==> config.mk <==
export PLATFORM = sky130hd
export DESIGN_NAME = alarm_clock_melody_timer
export DESIGN_NICKNAME = d
export VERILOG_FILES = /design/src/hdl/acmt_pkg.sv /design/src/hdl/acmt_core.sv /design/src/hdl/alarm_clock_melody_timer.sv
export VERILOG_INCLUDE_DIRS = /design/src /design/src/hdl
export SDC_FILE = /design/constraint.sdc
export NUM_CORES = 1
export LEC_CHECK = 0
export CAP_MARGIN = 20
export CORE_UTILIZATION = 30
export CTS_BUF_LIST = sky130_fd_sc_hd__clkbuf_8
export CTS_CLUSTER_SIZE = 14
export DETAILED_ROUTE_END_ITERATION = 8
export DONT_BUFFER_PORTS = 1
export PLACE_DENSITY = 0.51
export SLEW_MARGIN = 25
export SYNTH_ARGS = -nofsm -noshare
export SYNTH_HDL_FRONTEND = slang
export SYNTH_HIERARCHICAL = 1
export SYNTH_SLANG_ARGS = --single-unit
==> constraint.sdc <==
create_clock -name clk -period 5.5 [get_ports clk]
set_input_delay 1.1 -clock clk [delete_from_list [all_inputs] [get_ports clk]]
set_output_delay 1.1 -clock clk [all_outputs]
set_load 0.005 [all_outputs]
==> src/hdl/assert_macros.svh <==
// Assertion macros used by the RTL of the alarm clock block.
`ifndef ASSERT_MACROS_SVH
`define ASSERT_MACROS_SVH

`ifndef ASSERT_OFF

`define ASSERT_IMPLY(label, clk, rst, ante, cons) \
  label: assert property (@(posedge clk) disable iff (rst) (ante) |-> (cons)) \
    else $error("assertion failed");

`define ASSERT_NEXT(label, clk, rst, ante, cons) \
  label: assert property (@(posedge clk) disable iff (rst) (ante) |=> (cons)) \
    else $error("assertion failed");

`else

`define ASSERT_IMPLY(label, clk, rst, ante, cons)

`define ASSERT_NEXT(label, clk, rst, ante, cons)

`endif

`endif

==> src/hdl/acmt_pkg.sv <==
`timescale 1ns / 1ps
// ----------------------------------------------------------------------------
// Alarm clock package
// Request and result types, command codes, register map and melody table.
// ----------------------------------------------------------------------------
package acmt_pkg;

  typedef enum logic [2:0] {
    CMD_TICK        = 3'd0,
    CMD_TONE_EDGE   = 3'd1,
    CMD_SET_TIME    = 3'd2,
    CMD_SET_ALARM   = 3'd3,
    CMD_CLEAR_ALARM = 3'd4,
    CMD_SNOOZE      = 3'd5
  } cmd_t;

  localparam int unsigned PADDR_WIDTH = 3;
  localparam logic REG_TICKS_PER_SECOND = 1'b0;
  localparam logic REG_TICKS_PER_NOTE   = 1'b1;

  localparam logic [7:0] TICKS_PER_SECOND_RESET = 8'd80;
  localparam logic [7:0] TICKS_PER_NOTE_RESET   = 8'd45;
  localparam logic [6:0] SECONDS_PER_MINUTE     = 7'd60;
  localparam logic [6:0] MINUTE_LIMIT           = 7'd24;
  localparam logic [6:0] MINUTE_RESET           = 7'd10;
  localparam logic [7:0] ALARM_OFF              = 8'd100;
  localparam logic [7:0] SNOOZE_SECONDS         = 8'd10;
  localparam logic [5:0] MELODY_LAST_INDEX      = 6'd29;
  localparam int unsigned TUNE_LEN              = 30;

  localparam logic [15:0] N_C  = 16'(65536 - 1000000 / 262 / 2);
  localparam logic [15:0] N_D  = 16'(65536 - 1000000 / 294 / 2);
  localparam logic [15:0] N_E  = 16'(65536 - 1000000 / 330 / 2);
  localparam logic [15:0] N_F  = 16'(65536 - 1000000 / 349 / 2);
  localparam logic [15:0] N_G  = 16'(65536 - 1000000 / 392 / 2);
  localparam logic [15:0] N_A  = 16'(65536 - 1000000 / 440 / 2);
  localparam logic [15:0] N_B  = 16'(65536 - 1000000 / 494 / 2);
  localparam logic [15:0] N_HC = 16'(65536 - 1000000 / 524 / 2);

  typedef struct packed {
    cmd_t       command;
    logic [6:0] value_high;
    logic [6:0] value_low;
  } req_t;

  typedef struct packed {
    logic [6:0]  minute_now;
    logic [6:0]  second_now;
    logic [7:0]  alarm_minute_now;
    logic [7:0]  alarm_second_now;
    logic        alarm_playing;
    logic        speaker_level;
    logic [4:0]  note_position;
    logic [15:0] note_reload;
  } rsp_t;

  typedef struct packed {
    logic [7:0] ticks_per_second;
    logic [7:0] ticks_per_note;
  } cfg_t;

  function automatic logic [15:0] tune_reload(input logic [4:0] idx);
    logic [15:0] r;
    unique case (idx)
      5'd0:  r = N_G;
      5'd1:  r = N_C;
      5'd2:  r = N_D;
      5'd3:  r = N_E;
      5'd4:  r = N_F;
      5'd5:  r = N_G;
      5'd6:  r = N_C;
      5'd7:  r = N_C;
      5'd8:  r = N_A;
      5'd9:  r = N_F;
      5'd10: r = N_G;
      5'd11: r = N_A;
      5'd12: r = N_B;
      5'd13: r = N_HC;
      5'd14: r = N_C;
      5'd15: r = N_C;
      5'd16: r = N_F;
      5'd17: r = N_G;
      5'd18: r = N_F;
      5'd19: r = N_E;
      5'd20: r = N_D;
      5'd21: r = N_E;
      5'd22: r = N_F;
      5'd23: r = N_E;
      5'd24: r = N_D;
      5'd25: r = N_C;
      5'd26: r = N_D;
      5'd27: r = N_E;
      5'd28: r = N_C;
      5'd29: r = N_D;
      default: r = N_G;
    endcase
    return r;
  endfunction

endpackage

==> src/hdl/acmt_core.sv <==
`timescale 1ns / 1ps
// ----------------------------------------------------------------------------
// Alarm clock core
// Holds the clock, alarm and melody state and computes the state after each
// accepted request in a single pass.
// ----------------------------------------------------------------------------
module acmt_core
  import acmt_pkg::*;
(
  input  logic clk,
  input  logic rst,
  input  cfg_t cfg,
  input  logic accept,
  input  req_t req,
  output rsp_t rsp_next
);

  logic [7:0] tick_count, tick_count_next;
  logic [7:0] note_tick_count, note_tick_count_next;
  logic [6:0] second_count, second_count_next;
  logic [6:0] minute_count, minute_count_next;
  logic [7:0] alarm_minute, alarm_minute_next;
  logic [7:0] alarm_second, alarm_second_next;
  logic       playing_flag, playing_flag_next;
  logic       snooze_used, snooze_used_next;
  logic [4:0] note_index, note_index_next;
  logic       speaker_state, speaker_state_next;

  always_comb begin
    logic [7:0] snz;
    tick_count_next      = tick_count;
    note_tick_count_next = note_tick_count;
    second_count_next    = second_count;
    minute_count_next    = minute_count;
    alarm_minute_next    = alarm_minute;
    alarm_second_next    = alarm_second;
    playing_flag_next    = playing_flag;
    snooze_used_next     = snooze_used;
    note_index_next      = note_index;
    speaker_state_next   = speaker_state;
    snz = {1'b0, second_count} + SNOOZE_SECONDS;
    unique case (req.command)
      CMD_TICK: begin
        tick_count_next = tick_count + 8'd1;
        if (tick_count_next == cfg.ticks_per_second) begin
          tick_count_next = '0;
          second_count_next = second_count + 7'd1;
          if (second_count_next == SECONDS_PER_MINUTE) begin
            second_count_next = '0;
            minute_count_next = minute_count + 7'd1;
          end
        end
        note_tick_count_next = note_tick_count + 8'd1;
        if (note_tick_count_next == cfg.ticks_per_note) begin
          note_tick_count_next = '0;
          note_index_next = note_index + 5'd1;
          if ({1'b0, note_index_next} == MELODY_LAST_INDEX) begin
            note_index_next = '0;
          end
        end
        if (minute_count_next >= MINUTE_LIMIT) begin
          minute_count_next = '0;
        end
        if (second_count_next >= SECONDS_PER_MINUTE) begin
          second_count_next = '0;
        end
        if (!playing_flag) begin
          note_index_next = '0;
        end
      end
      CMD_TONE_EDGE: begin
        if ({1'b0, minute_count} == alarm_minute && {1'b0, second_count} == alarm_second) begin
          playing_flag_next = 1'b1;
          snooze_used_next = 1'b0;
        end
        if (playing_flag_next) begin
          speaker_state_next = ~speaker_state;
        end
      end
      CMD_SET_TIME: begin
        minute_count_next = req.value_high;
        second_count_next = req.value_low;
      end
      CMD_SET_ALARM: begin
        alarm_minute_next = {1'b0, req.value_high};
        alarm_second_next = {1'b0, req.value_low};
      end
      CMD_CLEAR_ALARM: begin
        playing_flag_next = 1'b0;
        snooze_used_next = 1'b0;
        alarm_minute_next = ALARM_OFF;
        alarm_second_next = ALARM_OFF;
      end
      CMD_SNOOZE: begin
        playing_flag_next = 1'b0;
        if (!snooze_used) begin
          if (snz >= {1'b0, SECONDS_PER_MINUTE}) begin
            snz = snz - {1'b0, SECONDS_PER_MINUTE};
            alarm_minute_next = alarm_minute + 8'd1;
          end
          alarm_second_next = snz;
          snooze_used_next = 1'b1;
        end
      end
      default: begin
      end
    endcase
  end

  always_comb begin
    rsp_next.minute_now       = minute_count_next;
    rsp_next.second_now       = second_count_next;
    rsp_next.alarm_minute_now = alarm_minute_next;
    rsp_next.alarm_second_now = alarm_second_next;
    rsp_next.alarm_playing    = playing_flag_next;
    rsp_next.speaker_level    = speaker_state_next;
    rsp_next.note_position    = note_index_next;
    rsp_next.note_reload      = tune_reload(note_index_next);
  end

  always_ff @(posedge clk) begin
    if (rst) begin
      tick_count      <= '0;
      note_tick_count <= '0;
      second_count    <= '0;
      minute_count    <= MINUTE_RESET;
      alarm_minute    <= ALARM_OFF;
      alarm_second    <= ALARM_OFF;
      playing_flag    <= 1'b0;
      snooze_used     <= 1'b0;
      note_index      <= '0;
      speaker_state   <= 1'b1;
    end else if (accept) begin
      tick_count      <= tick_count_next;
      note_tick_count <= note_tick_count_next;
      second_count    <= second_count_next;
      minute_count    <= minute_count_next;
      alarm_minute    <= alarm_minute_next;
      alarm_second    <= alarm_second_next;
      playing_flag    <= playing_flag_next;
      snooze_used     <= snooze_used_next;
      note_index      <= note_index_next;
      speaker_state   <= speaker_state_next;
    end
  end

endmodule

==> src/hdl/alarm_clock_melody_timer.sv <==
`timescale 1ns / 1ps
// A result is registered and appears in the cycle after its request is accepted.
// Throughput: one request per cycle; the state update is a single pass.
// A new request is taken while the result register is empty or being drained.
// Reset is synchronous: the clock reads 10:00, the alarm is off (100),
// the speaker idles high and the tick registers return to 80 and 45.
// ----------------------------------------------------------------------------
// Alarm clock with melody player
// Top level with the register port, request handshake and result register.
// ----------------------------------------------------------------------------
`include "assert_macros.svh"

module alarm_clock_melody_timer
  import acmt_pkg::*;
(
  input  logic                   clk,
  input  logic                   rst,
  input  logic                   psel,
  input  logic                   penable,
  input  logic                   pwrite,
  input  logic [PADDR_WIDTH-1:0] paddr,
  input  logic [31:0]            pwdata,
  output logic [31:0]            prdata,
  output logic                   pready,
  input  logic                   req_valid,
  output logic                   req_ready,
  input  req_t                   req,
  output logic                   rsp_valid,
  input  logic                   rsp_ready,
  output rsp_t                   rsp
);

  cfg_t cfg;
  rsp_t rsp_next;
  logic accept;
  logic cfg_write;

  assign pready    = 1'b1;
  assign cfg_write = psel & penable & pwrite;
  assign req_ready = ~rsp_valid | rsp_ready;
  assign accept    = req_valid & req_ready;

  always_ff @(posedge clk) begin
    if (rst) begin
      cfg.ticks_per_second <= TICKS_PER_SECOND_RESET;
      cfg.ticks_per_note   <= TICKS_PER_NOTE_RESET;
    end else if (cfg_write) begin
      if (paddr[2] == REG_TICKS_PER_SECOND) begin
        cfg.ticks_per_second <= pwdata[7:0];
      end else begin
        cfg.ticks_per_note <= pwdata[7:0];
      end
    end
  end

  always_comb begin
    if (paddr[2] == REG_TICKS_PER_NOTE) begin
      prdata = {24'd0, cfg.ticks_per_note};
    end else begin
      prdata = {24'd0, cfg.ticks_per_second};
    end
  end

  acmt_core u_core (
    .clk      (clk),
    .rst      (rst),
    .cfg      (cfg),
    .accept   (accept),
    .req      (req),
    .rsp_next (rsp_next)
  );

  always_ff @(posedge clk) begin
    if (rst) begin
      rsp_valid <= 1'b0;
    end else if (accept) begin
      rsp_valid <= 1'b1;
    end else if (rsp_ready) begin
      rsp_valid <= 1'b0;
    end
  end

  always_ff @(posedge clk) begin
    if (accept) begin
      rsp <= rsp_next;
    end
  end

  `ASSERT_NEXT(a_accept_gives_result, clk, rst, accept, rsp_valid)
  `ASSERT_IMPLY(a_stall_blocks_request, clk, rst, rsp_valid && !rsp_ready, !req_ready)
  `ASSERT_NEXT(a_tick_in_range, clk, rst, accept && req.command == CMD_TICK, rsp.minute_now < MINUTE_LIMIT && rsp.second_now < SECONDS_PER_MINUTE)
  `ASSERT_NEXT(a_clear_stops_alarm, clk, rst, accept && req.command == CMD_CLEAR_ALARM, !rsp.alarm_playing && rsp.alarm_minute_now == ALARM_OFF)

endmodule

==> impl_results.md <==
- Fin. Hold Viols: 0
- Post-place setup slack: 1.26 ns
- Post-synthesis sequential element count: 124
- Drt wl/cell: between 15 and 20 um
- Worst VDD drop: 0.000115 V
- CTS root buffer: clkbuf_8
- Slowest cell on the critical path: a2111oi_2
- Leakage: between 0.003 and 0.004 uW
- Arrival @ worst endpoint: 4.51 ns
- Post-cts resize count: 0
- Total track usage: 0.165
- Routability cong.: 0.850
- # port buffers: 0
- Vias: 6713
- Total gr overflow: 0
- Core area: 26200 um2
- Largest area contributor in the netlist: edfxtp_1
- Residual DRC: 7
- Buf/Inv on CP: 1
- Cell Area, Synth: 8060 um2
- Setup TNS: 0 ns
- Initial drt markers: 606
- Fmax: 232 MHz
- Antenna-violating nets left: 0
- I/O pin cnt: 147
- Global-route wire length before repair: roughly 36000 um
- Vias per cell: 5.39
- Non-Filler Instances: 1246
- Reg area: roughly 3000 um2
- Placed Cells incl. Taps: 1214
- CTS tree: built
- Total Power: between 2000 and 2500 uW
- Clk sinks: 124
- Layout cells sized above 1: 0.0768
- Relative slew slack: 0.388
- Reg-to-Reg Start: u_core/note_tick_count[0]$_SDFFE_PP0P_
- Worst-skew pair later-pin latency: 0.45 ns
- Synth unique cells: 77
- PwrDens: 258 nW/um2
- CP startpoint kind: register
- Violated checks: design-rule violations
- Die area: between 20000 and 30000 um2
- CP Cell Sequence: ha_1 -> xor2_1 -> a211oi_1 -> o221ai_1 -> a2111oi_2 -> a21oi_1 -> o21ai_0 -> and2_1 -> inv_1 -> ha_1 -> nor2_1 -> mux2i_1 -> o21ai_0 -> o22ai_1
- # hold bufs at CTS: 0
- CTS Buf Count: 17
- Vias in the first global route: 6349
- Layout fillers: 2713
- Crit. Startpoint: u_core/note_tick_count[0]$_SDFFE_PP0P_
- Post-Synthesis Cells: 940
- Async set-reset flop share out of synthesis: 0
- Worst-path clk slew: 0.09 ns
- H-tree depth: 4
- Hold_sp: u_core/tick_count[7]$_SDFFE_PP0P_
- R2R Setup Slk: 1.18 ns
- Total Wirelength: 22200 um
- Antenna diodes: 0
- Synth area leaders: edfxtp_1 20%, dfxtp_1 18%, a21oi_1 4.5%
- Initial antenna violation count: 0
- Crit Path Max Fanout: 8
- # Post-CTS Setup Buffers: 0
- Clock Skew: 0.0163 ns
- Delay-heaviest family, CP: compound AO/OA/AOI/OAI gates
- Top_reg_cell synth: dfxtp_1
- Tmin final: 4.32 ns
- # nets final: 976
- Post-synth EDFFs: 53
- DP HPWL: approximately 15000 um
- Max-cap violations: 0
- Tcrit/Tclk final: 0.785
- Top-area cell type share of the netlist area: 0.198
- Outcome: complete, but fails checks
- Fin worst setup slack: 1.18 ns
- Die height: about 170 um
- Worst path max stage delay: 0.62 ns
- Synth-to-layout area growth: 5.82%
- CTS max path bufs: 2
- Slew @ Worst Pin: 0.914 ns
- Required time worst endpoint: around 5.7 ns
- Setup crit end kind: register
- Pin count of the biggest net entering global routing: 76
- Register area share after synthesis: 0.374
- FP Rows: 59
- Crit path kind: register to register
- Area of the multi-input gates: 4520 um2
- Worst hold path type: register to register
- Post-Layout Inst Area: 8520 um2
- Die width: 166 um
- Final setup vio count: 0
- Starting Density: 0.307
- Yosys warnings: 6
- Unrepaired setup endpoints after global routing: no
- Mean area per synthesized cell: 8.57 um2
- DRT Pass-1 Iters: 7
- Placed cell areas: about 8100 um2
- Final Max Tran Viols: 0
## layer usage
metal  vias to the layer above  GRT usage  wire [um]
li1                       3272          -          -
met5                         -          0          0
met3                        15     0.0327       1110
met1                      3225      0.232      10900
met4                         0     0.0410        245
met2                       201      0.258      10000
## layout by cell type, fill, tap and decap left out, types with 10 or more instances in the layout
cell type | Yosys | layout
ha_1 | 19 | 19
nand2b_1 | 25 | 25
o211ai_1 | 10 | 10
dfxtp_1 | 71 | 71
a211oi_1 | 12 | 12
xnor2_1 | 30 | 30
inv_1 | 25 | 26
a31oi_1 | 13 | 13
nor2_1 | 78 | 78
nor3_1 | 18 | 18
nand4_1 | 12 | 12
xor2_1 | 13 | 13
o21ai_0 | 62 | 62
nand3_1 | 34 | 34
conb_1 | 3 | 30
edfxtp_1 | 53 | 53
or3_1 | 12 | 12
a21o_1 | 10 | 10
nand2_1 | 85 | 85
clkbuf_8 | 0 | 17
a21oi_1 | 72 | 72
mux2i_1 | 32 | 32
## metrics by stage
stage	hold WS [ns]	utilization
after global routing	0.509	0.325
final	0.494	0.325
after detailed placement	0.484	0.309
after global placement	0.473	0.309
after floorplan	0.466	-
after CTS	0.497	0.325
## worst paths after layout
path	to	depth (start not counted)
max	rsp[8]$_DFFE_PP_	14
min	u_core/tick_count[7]$_SDFFE_PP0P_	2
max reg2reg	rsp[8]$_DFFE_PP_	14
min reg2reg	u_core/tick_count[7]$_SDFFE_PP0P_	2
## cell type report
cell class / instances / share of cell area
Inverter: 27 / 0.0119
Multi-Input combinational cell: 720 / 0.530
Sequential cell: 124 / 0.353
Timing Repair Buffer: 8 / 0.00705
Tap cell: 335 / 0.0492
Clock inverter: 15 / 0.0213
Clock buffer: 17 / 0.0274
## state kept, by name (all words and copies together) (netlist names)
signal,flops
u_core/second_count,7
rsp_valid,1
rsp,53
u_core/snooze_used,1
u_core/note_index,5
u_core/alarm_second,8
u_core/playing_flag,1
u_core/speaker_state,1
u_core/alarm_minute,8
cfg,16
u_core/minute_count,7
u_core/tick_count,8
u_core/note_tick_count,8
## synthesized netlist by cell type, types with 10 or more instances
cell      count
a211oi_1     12
a21o_1       10
a21oi_1      72
a31oi_1      13
and2_1       10
buf_4        32
clkbuf_1     55
dfxtp_1      71
edfxtp_1     53
ha_1         19
inv_1        25
mux2i_1      32
nand2_1      85
nand2b_1     25
nand3_1      34
nand4_1      12
nor2_1       78
nor3_1       18
o211ai_1     10
o21ai_0      62
or3_1        12
xnor2_1      30
xor2_1       13
## power by group
| part | internal [uW] | total [uW] | leakage (uW) | switching, uW |
|---|---|---|---|---|
| Sequential | 1010 | 1060 | 0.00109 | 50.5 |
| Clock | 458 | 900 | 0.000220 | 442 |
| Combinational | 92.7 | 237 | 0.00172 | 145 |
## tightest hold or removal path: stages (launching register included)
cell and delay [ns]:
dfxtp_1 0.33, nand2b_1 0.07, a21oi_1 0.05
## cell families (layout without fill, tap and decap cells)
group,Yosys count,after routing,synth area share
buffers and inverters,123,67,0.0783
AO/OA/AOI/OAI,261,261,0.215
XOR/XNOR,43,43,0.0468
multiplexers,41,41,0.0523
flip-flops,124,124,0.374
adder cells (fa/ha/maj),20,20,0.0308
AND/OR/NAND/NOR,325,325,0.201
other,3,30,0.00140
Note: power is estimated with default switching activity, not from simulation.
